File: src/sv/cfq_pkg.sv
package cfq_pkg;

   localparam int DEPTH  = 8;
   localparam int WORD_W = 32;
   localparam int PTR_W  = $clog2(DEPTH);
   localparam int CNT_W  = $clog2(DEPTH + 1);

   localparam logic [1:0] OP_INSERT  = 2'd0;
   localparam logic [1:0] OP_DELETE  = 2'd1;
   localparam logic [1:0] OP_DISPLAY = 2'd2;

   localparam logic [1:0] STATUS_OK        = 2'd0;
   localparam logic [1:0] STATUS_OVERFLOW  = 2'd1;
   localparam logic [1:0] STATUS_UNDERFLOW = 2'd2;
   localparam logic [1:0] STATUS_EMPTY     = 2'd3;

   typedef struct packed {
      logic [1:0]               req_type;
      logic signed [WORD_W-1:0] value_in;
   } req_item_type;

   typedef struct packed {
      logic [1:0]               status;
      logic signed [WORD_W-1:0] value_out;
      logic                     last;
   } rsp_item_type;

   typedef enum logic [2:0] {
      CMD_NONE,
      CMD_INSERT,
      CMD_DELETE,
      CMD_DISP_FIRST,
      CMD_DISP_NEXT
   } dp_cmd_type;

   typedef struct packed {
      logic empty;
      logic one_held;
      logic scan_last;
   } dp_status_type;

   typedef enum logic {
      S_IDLE,
      S_DISPLAY
   } ctrl_state_type;

   function automatic logic [PTR_W-1:0] next_ptr(input logic [PTR_W-1:0] ptr);
      logic [PTR_W-1:0] result;
      if (ptr == PTR_W'(DEPTH - 1)) begin
         result = '0;
      end else begin
         result = ptr + 1'b1;
      end
      return result;
   endfunction

endpackage

File: src/sv/circular_fifo_queue_core.sv
// A result appears on rsp_* in the cycle after its item is taken.
// Insert and delete: one item per cycle while no display is in progress; busy stays low.
// Display: one result per held word (else one STATUS_EMPTY), one per cycle;
// busy is high from the second read to the last. The RAM read port sets that rate.
// Reset (synchronous, active high) empties the queue; the store is not cleared.
// The receiver cannot stall: every result is shown for exactly one cycle.
module circular_fifo_queue_core (
   input  logic                  clock,
   input  logic                  reset,
   input  logic                  start,
   output logic                  busy,
   input  cfq_pkg::req_item_type req_data,
   output logic                  rsp_valid,
   output cfq_pkg::rsp_item_type rsp_data
);

   cfq_pkg::dp_cmd_type    dp_cmd;
   cfq_pkg::dp_status_type dp_status;

   cfq_ctrl u_ctrl (
      .clock    (clock),
      .reset    (reset),
      .start    (start),
      .req_type (req_data.req_type),
      .dp_status(dp_status),
      .dp_cmd   (dp_cmd),
      .busy     (busy)
   );

   cfq_dp u_dp (
      .clock    (clock),
      .reset    (reset),
      .dp_cmd   (dp_cmd),
      .value_in (req_data.value_in),
      .dp_status(dp_status),
      .rsp_valid(rsp_valid),
      .rsp_data (rsp_data)
   );

endmodule

File: src/sv/cfq_ram.sv
module cfq_ram #(
   parameter int WIDTH = 32,
   parameter int DEPTH = 8
) (
   input  logic                     clock,
   input  logic                     wr_en,
   input  logic [$clog2(DEPTH)-1:0] wr_addr,
   input  logic [WIDTH-1:0]         wr_data,
   input  logic                     rd_en,
   input  logic [$clog2(DEPTH)-1:0] rd_addr,
   output logic [WIDTH-1:0]         rd_data
);

   logic [WIDTH-1:0] mem_ff [DEPTH];
   logic [WIDTH-1:0] rd_data_ff;

   always_ff @(posedge clock) begin
      if (wr_en) begin
         mem_ff[wr_addr] <= wr_data;
      end
      if (rd_en) begin
         rd_data_ff <= mem_ff[rd_addr];
      end
   end

   assign rd_data = rd_data_ff;

endmodule

File: src/sv/cfq_ctrl.sv
module cfq_ctrl (
   input  logic                   clock,
   input  logic                   reset,
   input  logic                   start,
   input  logic [1:0]             req_type,
   input  cfq_pkg::dp_status_type dp_status,
   output cfq_pkg::dp_cmd_type    dp_cmd,
   output logic                   busy
);

   cfq_pkg::ctrl_state_type state_ff;
   cfq_pkg::ctrl_state_type state_in;

   always_ff @(posedge clock) begin
      if (reset) begin
         state_ff <= cfq_pkg::S_IDLE;
      end else begin
         state_ff <= state_in;
      end
   end

   always_comb begin
      state_in = state_ff;
      dp_cmd   = cfq_pkg::CMD_NONE;
      busy     = 1'b0;
      unique case (state_ff)
         cfq_pkg::S_IDLE: begin
            if (start) begin
               unique case (req_type)
                  cfq_pkg::OP_INSERT: begin
                     dp_cmd = cfq_pkg::CMD_INSERT;
                  end
                  cfq_pkg::OP_DELETE: begin
                     dp_cmd = cfq_pkg::CMD_DELETE;
                  end
                  cfq_pkg::OP_DISPLAY: begin
                     dp_cmd = cfq_pkg::CMD_DISP_FIRST;
                     if (!dp_status.empty && !dp_status.one_held) begin
                        state_in = cfq_pkg::S_DISPLAY;
                     end
                  end
                  default: begin
                     dp_cmd = cfq_pkg::CMD_NONE;
                  end
               endcase
            end
         end
         cfq_pkg::S_DISPLAY: begin
            busy   = 1'b1;
            dp_cmd = cfq_pkg::CMD_DISP_NEXT;
            if (dp_status.scan_last) begin
               state_in = cfq_pkg::S_IDLE;
            end
         end
         default: begin
            state_in = cfq_pkg::S_IDLE;
         end
      endcase
   end

endmodule

File: src/sv/cfq_dp.sv
module cfq_dp (
   input  logic                             clock,
   input  logic                             reset,
   input  cfq_pkg::dp_cmd_type              dp_cmd,
   input  logic signed [cfq_pkg::WORD_W-1:0] value_in,
   output cfq_pkg::dp_status_type           dp_status,
   output logic                             rsp_valid,
   output cfq_pkg::rsp_item_type            rsp_data
);

   logic [cfq_pkg::PTR_W-1:0]  head_ff, head_in;
   logic [cfq_pkg::PTR_W-1:0]  tail_ff, tail_in;
   logic [cfq_pkg::CNT_W-1:0]  count_ff, count_in;
   logic [cfq_pkg::PTR_W-1:0]  scan_ptr_ff, scan_ptr_in;
   logic [cfq_pkg::CNT_W-1:0]  scan_left_ff, scan_left_in;
   logic                       rsp_valid_ff, rsp_valid_in;
   logic [1:0]                 status_ff, status_in;
   logic                       last_ff, last_in;
   logic                       use_ram_ff, use_ram_in;

   logic                       wr_en;
   logic                       rd_en;
   logic [cfq_pkg::PTR_W-1:0]  rd_addr;
   logic [cfq_pkg::WORD_W-1:0] rd_data;
   logic                       full;
   logic                       empty;

   cfq_ram #(
      .WIDTH(cfq_pkg::WORD_W),
      .DEPTH(cfq_pkg::DEPTH)
   ) u_ram (
      .clock  (clock),
      .wr_en  (wr_en),
      .wr_addr(tail_ff),
      .wr_data(value_in),
      .rd_en  (rd_en),
      .rd_addr(rd_addr),
      .rd_data(rd_data)
   );

   assign full  = (count_ff == cfq_pkg::CNT_W'(cfq_pkg::DEPTH));
   assign empty = (count_ff == '0);

   assign dp_status.empty     = empty;
   assign dp_status.one_held  = (count_ff == cfq_pkg::CNT_W'(1));
   assign dp_status.scan_last = (scan_left_ff == cfq_pkg::CNT_W'(1));

   always_ff @(posedge clock) begin
      if (reset) begin
         head_ff      <= '0;
         tail_ff      <= '0;
         count_ff     <= '0;
         scan_left_ff <= '0;
         rsp_valid_ff <= 1'b0;
      end else begin
         head_ff      <= head_in;
         tail_ff      <= tail_in;
         count_ff     <= count_in;
         scan_left_ff <= scan_left_in;
         rsp_valid_ff <= rsp_valid_in;
      end
   end

   always_ff @(posedge clock) begin
      scan_ptr_ff <= scan_ptr_in;
      status_ff   <= status_in;
      last_ff     <= last_in;
      use_ram_ff  <= use_ram_in;
   end

   always_comb begin
      head_in      = head_ff;
      tail_in      = tail_ff;
      count_in     = count_ff;
      scan_ptr_in  = scan_ptr_ff;
      scan_left_in = scan_left_ff;
      rsp_valid_in = 1'b0;
      status_in    = cfq_pkg::STATUS_OK;
      last_in      = 1'b1;
      use_ram_in   = 1'b0;
      wr_en        = 1'b0;
      rd_en        = 1'b0;
      rd_addr      = head_ff;
      unique case (dp_cmd)
         cfq_pkg::CMD_INSERT: begin
            rsp_valid_in = 1'b1;
            if (full) begin
               status_in = cfq_pkg::STATUS_OVERFLOW;
            end else begin
               wr_en    = 1'b1;
               tail_in  = cfq_pkg::next_ptr(tail_ff);
               count_in = count_ff + 1'b1;
            end
         end
         cfq_pkg::CMD_DELETE: begin
            rsp_valid_in = 1'b1;
            if (empty) begin
               status_in = cfq_pkg::STATUS_UNDERFLOW;
            end else begin
               rd_en      = 1'b1;
               use_ram_in = 1'b1;
               head_in    = cfq_pkg::next_ptr(head_ff);
               count_in   = count_ff - 1'b1;
            end
         end
         cfq_pkg::CMD_DISP_FIRST: begin
            rsp_valid_in = 1'b1;
            if (empty) begin
               status_in = cfq_pkg::STATUS_EMPTY;
            end else begin
               rd_en        = 1'b1;
               use_ram_in   = 1'b1;
               last_in      = (count_ff == cfq_pkg::CNT_W'(1));
               scan_ptr_in  = cfq_pkg::next_ptr(head_ff);
               scan_left_in = count_ff - 1'b1;
            end
         end
         cfq_pkg::CMD_DISP_NEXT: begin
            rsp_valid_in = 1'b1;
            rd_en        = 1'b1;
            rd_addr      = scan_ptr_ff;
            use_ram_in   = 1'b1;
            last_in      = (scan_left_ff == cfq_pkg::CNT_W'(1));
            scan_ptr_in  = cfq_pkg::next_ptr(scan_ptr_ff);
            scan_left_in = scan_left_ff - 1'b1;
         end
         default: begin
            rsp_valid_in = 1'b0;
         end
      endcase
   end

   assign rsp_valid          = rsp_valid_ff;
   assign rsp_data.status    = status_ff;
   assign rsp_data.value_out = use_ram_ff ? rd_data : '0;
   assign rsp_data.last      = last_ff;

`ifndef SYNTHESIS
   a_count_bound: assert property (@(posedge clock) disable iff (reset)
      count_ff <= cfq_pkg::CNT_W'(cfq_pkg::DEPTH))
      else $error("element count above depth");

   a_ptr_meet: assert property (@(posedge clock) disable iff (reset)
      (empty || full) |-> (head_ff == tail_ff))
      else $error("pointers disagree with count");

   a_scan_left: assert property (@(posedge clock) disable iff (reset)
      (dp_cmd == cfq_pkg::CMD_DISP_NEXT) |-> (scan_left_ff != '0))
      else $error("display step with nothing left");

   a_scan_hold: assert property (@(posedge clock) disable iff (reset)
      (dp_cmd == cfq_pkg::CMD_DISP_NEXT) |=> $stable(count_ff) && $stable(head_ff))
      else $error("queue changed during display");
`endif

endmodule

File: config.mk
export PLATFORM = sky130hd
export DESIGN_NAME = circular_fifo_queue_core
export DESIGN_NICKNAME = d
export VERILOG_FILES = /design/src/sv/cfq_pkg.sv /design/src/sv/circular_fifo_queue_core.sv /design/src/sv/cfq_ram.sv /design/src/sv/cfq_ctrl.sv /design/src/sv/cfq_dp.sv
export SDC_FILE = /design/constraint.sdc
export NUM_CORES = 1
export LEC_CHECK = 0
export ABC_CLOCK_PERIOD_IN_PS = 4850
export BUFFER_PORTS_ARGS = -buffer_cell sky130_fd_sc_hd__buf_2
export CAP_MARGIN = 0
export CORE_AREA = 2 2 187 189
export CTS_BUF_LIST = sky130_fd_sc_hd__clkbuf_8
export CTS_CLUSTER_DIAMETER = 150
export DETAILED_ROUTE_END_ITERATION = 6
export DIE_AREA = 0 0 189 191
export HOLD_SLACK_MARGIN = 0.08
export REMOVE_ABC_BUFFERS = 1
export SLEW_MARGIN = 0
export SYNTH_ARGS = -nofsm -noshare
export SYNTH_HDL_FRONTEND = slang
export SYNTH_SLANG_ARGS = --single-unit
File: constraint.sdc
create_clock -name clock -period 4.85 [get_ports clock]
set_input_delay 0.97 -clock clock [delete_from_list [all_inputs] [get_ports clock]]
set_output_delay 0.97 -clock clock [all_outputs]
set_load 0.01 [all_outputs]
# --- Word-level counts from Yosys, hierarchy flattened ---
# Memory sizes are Yosys's and may differ from the RTL's. A register that Yosys moved wholly into a read port is not among the register bits.
# Cells that the tools add are included.
classes:
  add_sub_neg: 6
  eq_ne: 15
  muxes: 33
  bitwise_logic: 3
  n_reduce_logical: 13
ops:
  columns: ["op", "n"]
  rows:
  - ["$mux W32", 1]
  - ["$mux W3", 6]
  - ["$pmux W4 S2", 2]
  - ["$mux W1", 13]
  - ["$eq A3 B3 Y1 const B", 4]
  - ["$pmux W2 S3", 2]
  - ["$pmux W3 S2", 2]
  - ["$add A3 B1 Y3 const B", 3]
  - ["$eq A4 B1 Y1 const B", 2]
  - ["$mux W4", 2]
  - ["$sub A4 B1 Y4 const B", 2]
  - ["$eq A3 B2 Y1 const B", 2]
  - ["$ne A2 B2 Y1 const B", 3]
  - ["$pmux W1 S2", 3]
  - ["$reduce_and A2 Y1", 3]
  - ["$add A4 B1 Y4 const B", 1]
  - ["$eq A4 B4 Y1 const B", 1]
  - ["$logic_not A4 Y1", 1]
  - ["$mux W2", 2]
  - ["$reduce_bool A2 Y1", 2]
  - ["$reduce_or A4 Y1", 1]
  - ["$eq A3 B1 Y1 const B", 1]
  - ["$not A1 Y1", 3]
  - ["$reduce_and A3 Y1", 1]
  - ["6 further kinds", 7]
totals:
  ff_bits: 23
  ramBits: 256
  inputBits: 37
  out_inout_bits: 37
  wordCells: 81
  mem_count: 1
memory_table:
  columns: ["name", "depth", "word_bits", "read_ports", "rd_ports_with_merged_regs", "wr", "line_no", "rtl"]
  rows:
  - ["u_dp.u_ram.mem_ff", 8, 32, 1, 1, 1, "cfq_ram.sv:14", "logic [WIDTH-1:0] mem_ff [DEPTH];"]

# --- Depth between registers and ports, before layout ---
# Gate-level depths: netlist (run 1).
depth:
  word_depth: 8
  ltp_mapped: 8
  depth_no_buf: 7

# --- By module ---
# From an unflattened synthesis (run 1), not the netlist that was laid out.
unflattened:
  cells_unflattened: 598
  hier_area_um2: 12430.7
by_module_without_submodules:
  columns: ["mod", "n_inst", "cells_per_inst", "area_per_inst_um2"]
  rows:
  - ["cfq_ram", 1, 415, 10786.6]
  - ["cfq_dp", 1, 170, 1521.5]
  - ["cfq_ctrl", 1, 13, 122.6]

# --- Worst setup path after synthesis (run 1) ---
# No wires, ideal clock.
synth_path:
  kind: "input to register"
  from: "input req_data[32] (netlist name)"
  to: "memory u_dp.u_ram.mem_ff[0][0] (enable)"
  arrival_time_ps: 4177
  t_required_ps: 4389
  setup_slack_ps: 211
  path_stages: 7
  path_buffers: 0
  path_cell_list: "inv_1 > ha_1 > or2_2 > nand2_1 > a211oi_4 > nand2b_1 > nor3_1"
synth_between:
  elab_chain_cells: 8
  word_cells_on_any_way: 10
synth_lines:
  columns: ["item", "line_no", "rtl"]
  rows:
  - ["start, declared", "circular_fifo_queue_core.sv:12", "input cfq_pkg::req_item_type req_data,"]
  - ["$eq A2 B2 Y1 (tied with other cells)", "cfq_ctrl.sv:29", "unique case (req_type)"]
  - ["$pmux W2 S3 *", "cfq_ctrl.sv:29", null]
  - ["$mux W3 *", "cfq_ctrl.sv:28", "if (start) begin"]
  - ["$pmux W3 S2 *", "cfq_ctrl.sv:26", "unique case (state_ff)"]
  - ["$eq A3 B1 Y1 *", "cfq_dp.sv:84", "unique case (dp_cmd)"]
  - ["$mux W1 *", "cfq_dp.sv:84", null]
  - ["$mux W1 *", "cfq_ram.sv:18", "if (wr_en) begin"]
  - ["$mux W1 (implied by the code) *", "cfq_ram.sv:19", "mem_ff[wr_addr] <= wr_data;"]
  - ["end, declared", "cfq_ram.sv:14", null]
# Every way passes the cells marked *; elsewhere a longest branch is shown, timed or not.

# --- Worst setup path in the final report (run 1) ---
layout_path:
  from: "input req_data[32] (netlist name)"
  to: "memory u_dp.u_ram.mem_ff[2][2] (enable)"
# The elaborated chain is that of the path after synthesis.

==> impl_summary.md, run 1 <==
Run status
The run finished with clean final reports.

Die
The I/O pin count is 74. The total area inside the core boundary comes to 0.0341 sq mm. The horizontal die dimension is 189 um. Row generation in the floorplan step produced 68 rows. Measured along the y axis, the die boundary spans 191 um. The die area is 0.0361 sq mm. For this configuration, the core starts out at a cell density of 39.6%.

Layout
In the final layout, the share of cells above drive strength 1 is 15.7%. The design area is 0.0152 sq mm. The repair_antennas step left the layout with diodes totalling 0. The number of non-filler instances in the completed layout is 1,569. The area overhead of the layout relative to synthesis is 12.9%. The core utilization of the finished layout is 44.7%.

In the final design database the tool counted 1,124 nets.

Timing
Measured against its own limit, the worst slew margin works out to 19.9%. The fmax is 324 MHz. The total negative setup slack is 0 ns.

Setup repair after global routing left no endpoint under its margin. The clock arrives with 0.0285 ns of skew. The max-slew violation total from the final report was 0. The count of final hold-check violations is 0. The tightest hold margin is 0.499 ns. For the pin with the worst max-slew slack, the measured transition is 1.20 ns. The final clock period utilization by the worst path is 63.6%. Setup violations remaining at the end of the flow were counted as 0. After layout, the minimum clock period comes to 3.09 ns.

Synth
The biggest area consumer among synthesized cells is sky130_fd_sc_hd__edfxtp_1. Synthesis inferred 311 register bits. The average size of a mapped cell is 13.4 sq um. The fraction of post-synthesis cell area in the top cell type by area is 64.8%. Yosys mapped a number of flops with a built-in enable equal to 291.

In this run, distinct cell masters in the synthesized netlist total 47. The most used flip-flop cell after synthesis is sky130_fd_sc_hd__edfxtp_1. The proportion of synthesized chip area in sequential cells is 67.7%.

The number of instances in the synthesized netlist is 1,005. The synthesis warning total is 0. For this run, asynchronously set or reset flops after synthesis account for 0%. The synthesized netlist occupies a cell area of 0.0135 sq mm. Ranked by total cell area, the synthesized netlist is headed by sky130_fd_sc_hd__edfxtp_1 65%, sky130_fd_sc_hd__mux2i_1 5.2%, sky130_fd_sc_hd__nor2_1 3.5%.

Clocking
The buffer cell driving the clock tree root is sky130_fd_sc_hd__clkbuf_8. TritonCTS built the clock tree. The TritonCTS sink count is 311. The clock reaches the later pin of the worst-skew pair after 0.58 ns.

After clock tree synthesis, the setup repair step added 0 buffers. No sink is reached through more buffers than the 3 on the longest clock path. The CTS buffer count is 52.

The post-cts sizing count is 0. The clock edge transition at the registers on the reported setup and hold paths is 0.06 ns. The number of buffers added to fix hold violations after cts is 0. In this run the number of H-tree levels came out at 2.

Critical path
In this run the critical register-to-register path is launched from u_dp.count_ff[0]. The data required time at the worst endpoint is 5.11 ns. The startpoint of the most critical setup path is req_data[32]. The worst setup path is captured at a register. By startpoint and endpoint, the worst setup path is classified as in -> reg. Of all nets on the critical path, the largest fanout is 20. Traced cell by cell, the critical path runs through buf_2 -> inv_1 -> ha_1 -> or2_2 -> nand2_1 -> a211oi_4 -> nand2b_1 -> nor2_4 -> buf_4. The slowest stage of the critical path is the sky130_fd_sc_hd__nor2_4 cell.

The critical path's largest stage delay is 0.67 ns. For the worst setup path, the data arrival time is 3.35 ns. STA classifies the critical path startpoint as an input port.

Pwr
Internal power comes to 4230 uW. The clock network accounts for 37.6% of the total power. The register share of total power is 54.3%. Per report_power, the combinational group accounts for 8.2% of the total. The switching power is 1360 uW.

The power density over cell area is 367 mW/mm^2. The highest ir drop seen on vdd is 0.000204 V. The standby leakage power is 0.00549 uW. The switching share of power is 24.3%.

GRT
The pin count of the biggest net entering global routing is 129. Global routing consumed, over all layers together, 17.7% of the routing resources. The sum of overflow across all layers after global routing is 0. The initial antenna violation count came to 0.

The first-pass GRT wire length is 49,400 um. The via count of the first global-routing pass was 8,542.

Placement
The half-perimeter wire length after placement is 18,100 um. The placed instance count is 1,474. The area of placed instances is 0.0143 sq mm. The number of port buffers is 73.

The placer's final routability congestion estimate is 0.746.

Route
The detailed-routing iteration count for the pre-antenna-repair pass is 5. The first routing iteration left 780 violations. The number of vias in the routed layout is 8,511. For this block, the routed nets add up to 31,600 um of wire.

After detailed routing, the number of vias per cell comes to 5.42. The number of DRC violations after detailed routing is 0. The post-detailed-route count of antenna-violating nets is 0. The routed wire length per instance is 20.2 um.

Min path
The path type of the worst min-delay path is reg -> reg. The launch point of the worst hold path is u_dp.scan_left_ff[3].

Run
Across the run, the number of max-cap violations was 0.
state kept, by name (all words and copies together) (netlist names):
| register | flops |
|---|---|
| u_dp.use_ram_ff | 1 |
| u_dp.status_ff | 2 |
| u_dp.rsp_valid | 1 |
| u_dp.head_ff | 3 |
| u_dp.u_ram.rd_data | 32 |
| u_dp.scan_ptr_ff | 3 |
| u_dp.scan_left_ff | 4 |
| u_dp.count_ff | 4 |
| u_dp.last_ff | 1 |
| u_dp.tail_ff | 3 |
| u_dp.u_ram.mem_ff | 256 |
| u_ctrl.state_ff | 1 |
area by class of cell:
cell class / instances / area [sq um]
Sequential cell: 311 / 9140
Inverter: 10 / 37.5
Fill cell: 3114 / 18900
Clock buffer: 53 / 729
Multi-Input combinational cell: 606 / 4020
Tap cell: 455 / 569
Timing Repair Buffer: 92 / 533
Clock inverter: 42 / 203
critical path, delay by kind of cell:
family	cells	cell delay [ns]
buffers and inverters	3	0.51
AND/OR/NAND/NOR	4	1.25
AO/OA/AOI/OAI	1	0.37
adder cells (fa/ha/maj)	1	0.21
layer usage:
metal | vias to the layer above | track usage, % | share of wire [%]
met4 | 0 | 4.42 | 1.4
met1 | 4250 | 24.6 | 46
met3 | 38 | 2.92 | 5.1
li1 | 3987 | - | -
met2 | 236 | 28.9 | 47
met5 | - | 0 | 0
power groups by stage:
stage	Sequential [uW]	Combinational, uW	Clock, uW
detailed placement	3090	463	0
floorplan	3090	305	0
finish	3030	456	2100
global route	3040	507	2270
CTS	3030	464	2150
global placement	3090	456	0
Yosys cell counts, types with 3 or more instances:
| library cell | n |
|---|---|
| sky130_fd_sc_hd__buf_1 | 5 |
| sky130_fd_sc_hd__mux2i_1 | 70 |
| sky130_fd_sc_hd__o31ai_1 | 33 |
| sky130_fd_sc_hd__o21ai_1 | 26 |
| sky130_fd_sc_hd__ha_1 | 14 |
| sky130_fd_sc_hd__edfxtp_1 | 291 |
| sky130_fd_sc_hd__xnor2_1 | 4 |
| sky130_fd_sc_hd__a21oi_1 | 8 |
| sky130_fd_sc_hd__inv_1 | 10 |
| sky130_fd_sc_hd__dfxtp_1 | 20 |
| sky130_fd_sc_hd__nand2b_1 | 36 |
| sky130_fd_sc_hd__buf_6 | 5 |
| sky130_fd_sc_hd__nor2b_1 | 5 |
| sky130_fd_sc_hd__buf_4 | 8 |
| sky130_fd_sc_hd__o211ai_1 | 32 |
| sky130_fd_sc_hd__and2_1 | 32 |
| sky130_fd_sc_hd__mux2_2 | 3 |
| sky130_fd_sc_hd__o21ai_0 | 76 |
| sky130_fd_sc_hd__nand2_1 | 11 |
| sky130_fd_sc_hd__a221oi_1 | 32 |
| sky130_fd_sc_hd__nor2_1 | 127 |
| sky130_fd_sc_hd__o22a_1 | 32 |
| sky130_fd_sc_hd__nor3_1 | 38 |
| sky130_fd_sc_hd__clkbuf_1 | 45 |
| sky130_fd_sc_hd__buf_2 | 15 |
path summary, 6_finish.rpt:
kind | to | cells after the start | slack, ns
worst max-delay path | u_dp.u_ram.mem_ff[2][2] | 9 | 1.76
worst min-delay path | u_dp.scan_left_ff[3] | 2 | 0.50
worst max register to register | u_dp.u_ram.mem_ff[2][2] | 7 | 1.80
worst min register to register | u_dp.scan_left_ff[3] | 2 | 0.50
cell families (layout without fill, tap and decap cells):
group | count (synthesis) | after routing | share of synthesized area (%)
AO/OA/AOI/OAI | 253 | 253 | 12.8
XOR/XNOR | 6 | 6 | 0.389
adder cells (fa/ha/maj) | 14 | 14 | 1.30
buffers and inverters | 88 | 197 | 3.09
flip-flops | 311 | 311 | 67.7
multiplexers | 74 | 74 | 5.55
AND/OR/NAND/NOR | 259 | 259 | 9.14
layout by cell type (no fill, tap or decap), drive strengths merged, types with 33 or more instances in the layout:
| cell | n |
|---|---|
| edfxtp | 291 |
| nor2 | 127 |
| o21ai | 102 |
| buf | 92 |
| mux2i | 70 |
| clkbuf | 53 |
| nor3 | 38 |
| nand2b | 36 |
| o31ai | 33 |
metrics by stage:
stage,setup WS (ns),total power [uW]
5_1_grt,1.53,5820
3_5_place_dp,1.14,3550
3_3_place_gp,1.22,3540
2_1_floorplan,-6.24,3400
4_1_cts,1.61,5650
6_report,1.76,5590
Power figures use the tool's default switching activity.
==> inputs of run 2 (changes only) <==
- ABC_AREA: unset -> 1
- ABC_CLOCK_PERIOD_IN_PS: 4850 -> 2950
- CORE_AREA: 2 2 187 189 -> 2 2 184 186
- DIE_AREA: 0 0 189 191 -> 0 0 186 188
- clock period: 4.85 -> 2.95 ns (I/O delays scaled with it)
==> run 2 against run 1 <==
  * Die area is 3.1% lower
  * Synthesized cell count rose by 14%
  * Sequential share of layout area rose by 0.57 points
  * Clock power up 67%
  * Critical path type is now reg -> out
  * Via count decreased by 5.6%
  * Register-to-register slack got worse by 1.1 ns
  * Area after synthesis decreased by 3.0%
==> impl_summary.md, run 2 <==
Critical path
The maximum fanout encountered on the critical timing path is 32 (+60%). For this design, the slowest cell found on the critical path is sky130_fd_sc_hd__dfxtp_2. The category of the worst setup path capture point is an output port. The critical path is of the reg -> out type. The worst setup path is launched from a register. The critical path's largest stage delay is 0.77 ns (+0.10 ns). Walking the worst path, the cells encountered are nand2_1 -> inv_1 -> buf_2.

The endpoint arrival time on the critical path came to 1.86 ns (-1.49 ns). The data required time at the worst endpoint is 2.36 ns (-2.75 ns).

Clocking
The post-cts sizing count is 0 (unchanged). The CTS buffer count is 50 (-3.8%). Clock tree synthesis selected as its root buffer the cell sky130_fd_sc_hd__clkbuf_8. The clock edge transition at the registers on the reported setup and hold paths is 0.06 ns (about the same). The number of buffers added for setup after CTS is 0 (unchanged). The TritonCTS sink count is 311 (unchanged). The buffer levels on the longest clock path is 3 (unchanged). The deepest level of the CTS H-tree is 2 (unchanged). The number of buffers added to fix hold violations after cts came to 0 (unchanged). The TritonCTS clock tree is done.

The worst-skew pair later-pin latency is 0.56 ns (-0.02 ns).

Synth
In the synthesized netlist, the cells that appear most often are 363 x sky130_fd_sc_hd__nand2_1, 291 x sky130_fd_sc_hd__edfxtp_1, 182 x sky130_fd_sc_hd__inv_1. The combinational family with the most area after synthesis is simple AND/OR/NAND/NOR gates. The synthesized-area fraction occupied by adder cells is 1.34% (+0.040 points). The largest total area in the synthesized netlist belongs to sky130_fd_sc_hd__edfxtp_1. The share of cell area taken by muxes after synthesis was 0.0764% (-5.5 points). The share of flip-flops with an asynchronous set or reset is 0% (unchanged). The number of flops mapped to enable cells by yosys is 291 (unchanged).

The number of instances in the synthesized netlist is 1,142 (+14%). The flop and latch count out of synthesis was 311 (unchanged). The area fraction in and, or, nand and nor cells after synthesis is 12.1% (+3.0 points). The xor and xnor area share after synthesis is 0.268% (-0.12 points).

The fraction of post-synthesis cell area in the top cell type by area is 66.7% (+2.0 points). In the post-synthesis netlist, the biggest area contributors are sky130_fd_sc_hd__edfxtp_1 67%, sky130_fd_sc_hd__nand2_1 10%, sky130_fd_sc_hd__o211ai_1 7.4%. The most used flip-flop cell after synthesis is sky130_fd_sc_hd__edfxtp_1. The compound-cell area share of the yosys netlist is 8.82% (-4.0 points).

The average size of a mapped cell came to 11.5 sq um (-15%). The synthesis warning total is 0 (unchanged). The cell with the most instances after synthesis is sky130_fd_sc_hd__nand2_1. The summed instance area of the synthesized netlist is 0.0131 sq mm (-3.0%). The proportion of synthesized chip area in sequential cells is 69.8% (+2.1 points). The count of different cell masters after synthesis was 30 (-36%).

GRT
The sum of overflow across all layers after global routing is 0 (unchanged). The global-route total usage across every layer is 15.6% (-2.1 points). The first-pass GRT wire length came to 42,600 um (-14%). The pin count of the biggest net entering global routing was 85 (-34%). The initial antenna violation count is 0 (unchanged). The via count of the first global-routing pass is 8,068 (-5.5%).

Die
The horizontal die dimension is 186 um (-1.6%). The core area came to 0.0331 sq mm (-2.9%). The die extent in y was 188 um (-1.6%). The count of standard-cell rows is 67 (-1.5%). The I/O pin count was 74 (unchanged). The die area is 0.0350 sq mm (-3.1%). The initial core utilization is 39.6% (about the same).

Timing
Setup repair after global routing left no endpoint under its margin. The normalized max-slew margin came to 43.3% (+23 points). The tightest hold margin was 0.268 ns (-0.230 ns). The actual slew at the worst max-slew pin is 0.850 ns (-0.351 ns). The final setup violation count is 0 (unchanged).

Subtracting the final worst setup slack from the clock period gives 2.45 ns. The max-slew violation total from the final report is 0 (unchanged). The total negative setup slack was 0 ns (unchanged).

After layout, the worst path uses 83.0% of the clock period. The fmax is 409 MHz. The worst clock skew on the final layout was 0.0187 ns (-0.00983 ns). The count of final hold-check violations is 0 (unchanged).

Route
The number of DRC violations after detailed routing is 0 (unchanged). The number of vias in the routed layout was 8,035 (-5.6%). The iteration-0 DRC count of the detailed router came to 469 (-40%). The number of vias per cell is 4.66 (-14%).

The routed wire length per instance is 15.2 um (-25%). The detailed-routing iteration count for the pre-antenna-repair pass was 4 (-1). The overall routed net length is 26,200 um (-17%). The post-detailed-route count of antenna-violating nets was 0 (unchanged).

Layout
u_dp.u_ram.mem_ff holds more flip-flops than any other register. The area overhead of the layout relative to synthesis is 15.2%. The ratio of cells with drive above 1 in the final layout is 14.5% (-1.2 points). The commonest non-fill, non-tap cell in the layout is sky130_fd_sc_hd__nand2_1. The number of inserted diodes is 0 (unchanged). The number of nets in the finished design is 1,285 (+14%).

The design area came to 0.0151 sq mm (-0.99%). In the layout the commonest cells are 363 x sky130_fd_sc_hd__nand2_1, 291 x sky130_fd_sc_hd__edfxtp_1, 202 x sky130_fd_sc_hd__inv_1, 129 x sky130_fd_sc_hd__o211ai_1, 73 x sky130_fd_sc_hd__buf_2. The flip-flop count of the largest register after layout came to 256 (unchanged).

Min path
The path type of the worst min-delay path is in -> reg.

Pwr
The power density over cell area is 648 mW/mm^2 (+77%). The highest ir drop seen on vdd was 0.000322 V (+58%). The standby leakage power is 0.00604 uW (+10%).

Run status
The flow ran to the end, and the final reports show no timing, DRC or antenna violations.

Run
The reported max-cap violation count is 0 (unchanged).

Placement
The area of placed instances is 0.0141 sq mm (-1.3%). The number of port buffers is 73 (unchanged). The placer's final routability congestion estimate is 0.764 (+2.4%). The half-perimeter wire length after placement is 15,400 um (-15%).
==> run 2: changes by cell type in the layout (fill, tap and decap cells not counted), sizes merged, moves of 11 or more <==
cell / change
o22a: -32
o211ai: +97
clkinv: -11
o21ai: -83
mux2i: -69
nand2: +355
nand2b: -36
and2: -32
o31ai: -33
a221oi: -32
nor3: -38
inv: +183
nor2: -102
==> run 2: path summary, 6_finish.rpt <==
path | end | slack (ns) | cells after the start | startpoint
min reg2reg | u_dp.scan_left_ff[3] | 0.49 | 2 | u_dp.scan_left_ff[3]
min | u_dp.scan_left_ff[3] | 0.27 | 2 | reset
max | rsp_data[4] | 0.50 | 3 | u_dp.use_ram_ff
max reg2reg | u_dp.u_ram.rd_data[21] | 0.67 | 8 | u_ctrl.state_ff
==> run 2: power by group <==
part	switching (uW)	total (uW)	internal, uW
Combinational	789	1170	383
Sequential	81.2	5100	5020
Clock	1640	3500	1860
Total	2510	9780	7260
==> run 2: per-stage QoR <==
| step | total power [uW] | setup slack, ns | cells | util, % |
|---|---|---|---|---|
| 2_1_floorplan | 5920 | -0.879 | 1086 | - |
| 3_3_place_gp | 6380 | 0.426 | 1630 | 42.6 |
| 3_5_place_dp | 6390 | 0.411 | 1630 | 42.6 |
| 4_1_cts | 9890 | 0.379 | 1724 | 45.6 |
| 5_1_grt | 10300 | 0.334 | 1724 | 45.6 |
| 6_report | 9780 | 0.502 | 1724 | 45.6 |
==> run 2: layer usage <==
metal | vias to the layer above | global-route usage [%] | wire length (um)
li1 | 4059 | - | -
met4 | 0 | 4.60 | 536
met3 | 50 | 3.30 | 1170
met2 | 160 | 25.8 | 12400
met5 | - | 0 | 0
met1 | 3766 | 20.7 | 12100
==> run 2: worst max-delay path: cells and delay by family, from the launching register on <==
kind / cells / cell delay, ns
buffers and inverters: 2 / 0.23
flip-flops: 1 / 0.77
AND/OR/NAND/NOR: 1 / 0.25
==> run 2: final cells by class <==
type,instances,area [sq um]
Fill cell,3070,18000
Sequential cell,311,9140
Multi-Input combinational cell,590,3060
Clock buffer,57,785
Inverter,185,694
Timing Repair Buffer,96,663
Tap cell,448,561
Clock inverter,37,184
==> run 2: logic make-up after synthesis <==
group           after synthesis
simple gates                409
flops                       311
buf+inv                     241
compound gates              162
fa+ha+maj                    14
xor+xnor                      4
mux                           1
==> inputs of run 3 (changes only) <==
- ABC_AREA: 1 -> 0
- ABC_CLOCK_PERIOD_IN_PS: 2950 -> 2200
- CORE_AREA: 2 2 184 186 -> 2 2 187 189
- DIE_AREA: 0 0 186 188 -> 0 0 189 191
- clock period: 2.95 -> 2.2 ns (I/O delays scaled with it)
==> run 3 against run 2 <==
  * Worst hold slack worse by 0.13 ns
  * Via count up 7.6%
  * Power up 29%
  * Sequential power up 30%
  * Non-clock buffer count up 54
  * Combinational power about the same
  * Critical path type is now reg -> reg
  * Highest routed layer is now met5
==> impl_summary.md, run 3 (same netlist as run 1, synthesis figures left out) <==
Min path
The hold-critical path endpoint is u_dp.u_ram.mem_ff[4][1]. The count of cells along the worst hold path was 1 (-1). The path type of the worst min-delay path is in -> reg. The worst hold path begins at req_data[1].

Layout
The fill cell total of the finished layout was 2,970 (-3.3%). The flip-flop count of the largest register after layout came to 256 (unchanged). The number of inserted diodes is 0 (unchanged). The most flop-heavy register is u_dp.u_ram.mem_ff. From synthesis to final layout, the design area changed by 18.8%.

Leaving out fill and tap cells, the most frequent cell in the layout is sky130_fd_sc_hd__edfxtp_1. The ratio of cells with drive above 1 in the final layout is 20.9% (+6.4 points). The library cells used most frequently in the layout, excluding fill and tap cells, are 291 x sky130_fd_sc_hd__edfxtp_1, 121 x sky130_fd_sc_hd__nor2_1, 76 x sky130_fd_sc_hd__o21ai_0, 73 x sky130_fd_sc_hd__buf_2, 69 x sky130_fd_sc_hd__mux2i_1. The number of nets in the finished design is 1,181 (-8.1%).

Pwr
The switching share of power was 24.1% (-1.6 points). The share of total power in the clock network is 37.8% (+2.0 points). The total design power is 12,600 uW (+29%).

The combinational power share was 9.5% (-2.5 points). The highest ir drop seen on vdd was 0.000495 V (+54%). The register share of total power is 52.7% (+0.5 points). The switching power was 3030 uW (+21%). The standby leakage power was 0.00590 uW (-2.4%). The power density over cell area is 786 mW/mm^2 (+21%). The internal portion of total power came to 9560 uW (+32%).

Die
The die area was 0.0361 sq mm (+3.2%). The die extent in y is 191 um (+1.6%). The horizontal die dimension is 189 um (+1.6%). The I/O pin count is 74 (unchanged). The count of standard-cell rows came to 68 (+1.5%). The initial core utilization is 39.6% (about the same). The core area is 0.0341 sq mm (+3.0%).

Timing
The total negative setup slack came to 0 ns (unchanged). The max-slew violation total from the final report was 0 (unchanged). The count of final hold-check violations came to 0 (unchanged). The worst path in the final design needs a cycle of 2.11 ns, including I/O delays and setup. The setup slack after layout is 0.0887 ns (-0.414 ns). The normalized max-slew margin is 66.1% (+23 points). The actual slew at the worst max-slew pin is 0.509 ns (-0.341 ns). The worst clock skew on the final layout was 0.0217 ns (+0.00302 ns). The final setup violation count is 0 (unchanged). Based on the critical path, the design can be clocked at up to 474 MHz. The worst path uses 96.0% of the clock period. The tightest hold margin was 0.142 ns (-0.127 ns).

Critical path
The library cell contributing the largest single delay on the critical path is sky130_fd_sc_hd__dfxtp_4. The endpoint arrival time on the critical path is 2.40 ns (+0.54 ns). The slack of the worst reg-to-reg path is 0.09 ns (-0.58 ns). The critical path's largest stage delay is 0.41 ns (-0.36 ns). The maximum fanout encountered on the critical timing path was 10 (-69%). The endpoint of the lowest-slack register-to-register path is u_dp.u_ram.mem_ff[1][9]. STA classifies the critical path startpoint as a register. The startpoint identified for the worst register-to-register timing path is u_ctrl.state_ff. Tracing the worst setup path back leads to its startpoint at u_ctrl.state_ff. Traced cell by cell, the critical path runs through and2b_1 -> nand2_1 -> a211oi_4 -> nand2b_1 -> buf_6 -> nor2_4 -> clkbuf_16. The kind of cell adding the most delay to the critical path is simple AND/OR/NAND/NOR gates.

The data required time at the worst endpoint is 2.49 ns (+0.13 ns). The number of cells on the worst reg-to-reg path is 7 (-1). The critical path is of the reg -> reg type.

The worst setup path is captured at a register. The worst path buffer plus inverter count is 2 (unchanged).

Clocking
The buffer cell driving the clock tree root is sky130_fd_sc_hd__clkbuf_8. The TritonCTS sink count was 311 (unchanged). The worst-skew pair later-pin latency is 0.59 ns (+0.03 ns). The CTS buffer count is 51 (+2.0%). The clock edge transition at the registers on the reported setup and hold paths was 0.06 ns (about the same). The deepest level of the CTS H-tree is 2 (unchanged).

TritonCTS built the clock tree. The buffer levels on the longest clock path came to 3 (unchanged). The number of buffers added to fix hold violations after cts is 0 (unchanged).

Route
The number of DRC violations after detailed routing is 0 (unchanged). The detailed-routing iteration count for the pre-antenna-repair pass is 4 (unchanged). The sum of routed wire segments on met1 is 13,800 um (+14%).

The total met2 wirelength after detailed routing came to 15,500 um (+25%). The routed wire length per instance is 19.6 um (+29%). The iteration-0 DRC count of the detailed router is 609 (+30%). The overall routed net length is 31,900 um (+22%). The highest layer used for signal routing is met5. The routed length on met3 is 1540 um (+32%). The number of vias in the routed layout was 8,649 (+7.6%). The number of vias per cell is 5.32 (+14%). The post-detailed-route count of antenna-violating nets came to 0 (unchanged).

GRT
The via count of the first global-routing pass is 8,601 (+6.6%). The pin count of the biggest net entering global routing is 122 (+44%). The sum of overflow across all layers after global routing is 0 (unchanged). The first-pass GRT wire length is 48,800 um (+14%). The global-route total usage across every layer was 17.5% (+2.0 points). The initial antenna violation count is 1 (+1).

Placement
The number of port buffers is 73 (unchanged). The half-perimeter wire length after placement is 19,800 um (+29%). The placer's final routability congestion estimate was 0.786 (+2.8%). The post-place setup slack came to -0.128 ns (-0.539 ns).

Run status
The run finished with clean final reports.

Run
The reported max-cap violation count came to 0 (unchanged).
run 3: changes by cell type in the layout (fill, tap and decap cells not counted), moves of 33 or more:
cell / delta
sky130_fd_sc_hd__inv_1: -179
sky130_fd_sc_hd__o31ai_1: +33
sky130_fd_sc_hd__nand2_1: -352
sky130_fd_sc_hd__o211ai_1: -97
sky130_fd_sc_hd__o21ai_0: +64
sky130_fd_sc_hd__nor3_1: +36
sky130_fd_sc_hd__buf_4: +34
sky130_fd_sc_hd__nor2_1: +106
sky130_fd_sc_hd__nand2b_1: +36
sky130_fd_sc_hd__mux2i_1: +68
run 3: layer usage:
layer	track usage (%)	vias to the layer above
met4	7.03	2
met5	0	-
li1	-	4088
met1	22.5	4257
met3	3.18	64
met2	29.5	238
run 3: layout make-up:
cell class | instances | area [sq um] | share of cell area, %
Clock inverter | 40 | 235 | 1.47
Clock buffer | 53 | 729 | 4.55
Multi-Input combinational cell | 606 | 4040 | 25.2
Sequential cell | 311 | 9140 | 57.0
Timing Repair Buffer | 150 | 1270 | 7.92
Tap cell | 455 | 569 | 3.55
Inverter | 10 | 45.0 | 0.281
run 3: per-stage QoR:
| stage | cells | instance area (sq um) | util (%) |
|---|---|---|---|
| floorplan | 927 | 13100 | - |
| global placement | 1526 | 14900 | 43.8 |
| detailed placement | 1526 | 14900 | 43.8 |
| CTS | 1619 | 15900 | 46.6 |
| global route | 1625 | 16000 | 47.0 |
| finish | 1625 | 16000 | 47.0 |
run 3: timing repair:
action	4_1_cts	5_1_grt
setup buffers	0	4
resized for setup	0	16
setup endpoints to repair	0	225
run 3: how the worst max path moves through the flow:
stage | endpoint | slack, ns | depth (start not counted)
2_1_floorplan | u_dp.u_ram.rd_data[0] | -8.89 | 4
3_3_place_gp | u_dp.u_ram.mem_ff[6][4] | -0.09 | 10
3_5_place_dp | u_dp.u_ram.mem_ff[0][31] | -0.13 | 9
4_1_cts | u_dp.u_ram.mem_ff[0][15] | 0.01 | 7
5_1_grt | u_dp.u_ram.rd_data[18] | -0.02 | 6
6_report | u_dp.u_ram.mem_ff[1][9] | 0.09 | 7
run 3: power by group through the flow:
| stage | Combinational (uW) | Sequential, uW | Clock [uW] |
|---|---|---|---|
| after floorplan | 673 | 6820 | 0 |
| after global placement | 1180 | 6760 | 0 |
| after detailed placement | 1180 | 6770 | 0 |
| after CTS | 1190 | 6640 | 4870 |
| after global routing | 1310 | 6650 | 5140 |
| final | 1200 | 6640 | 4760 |
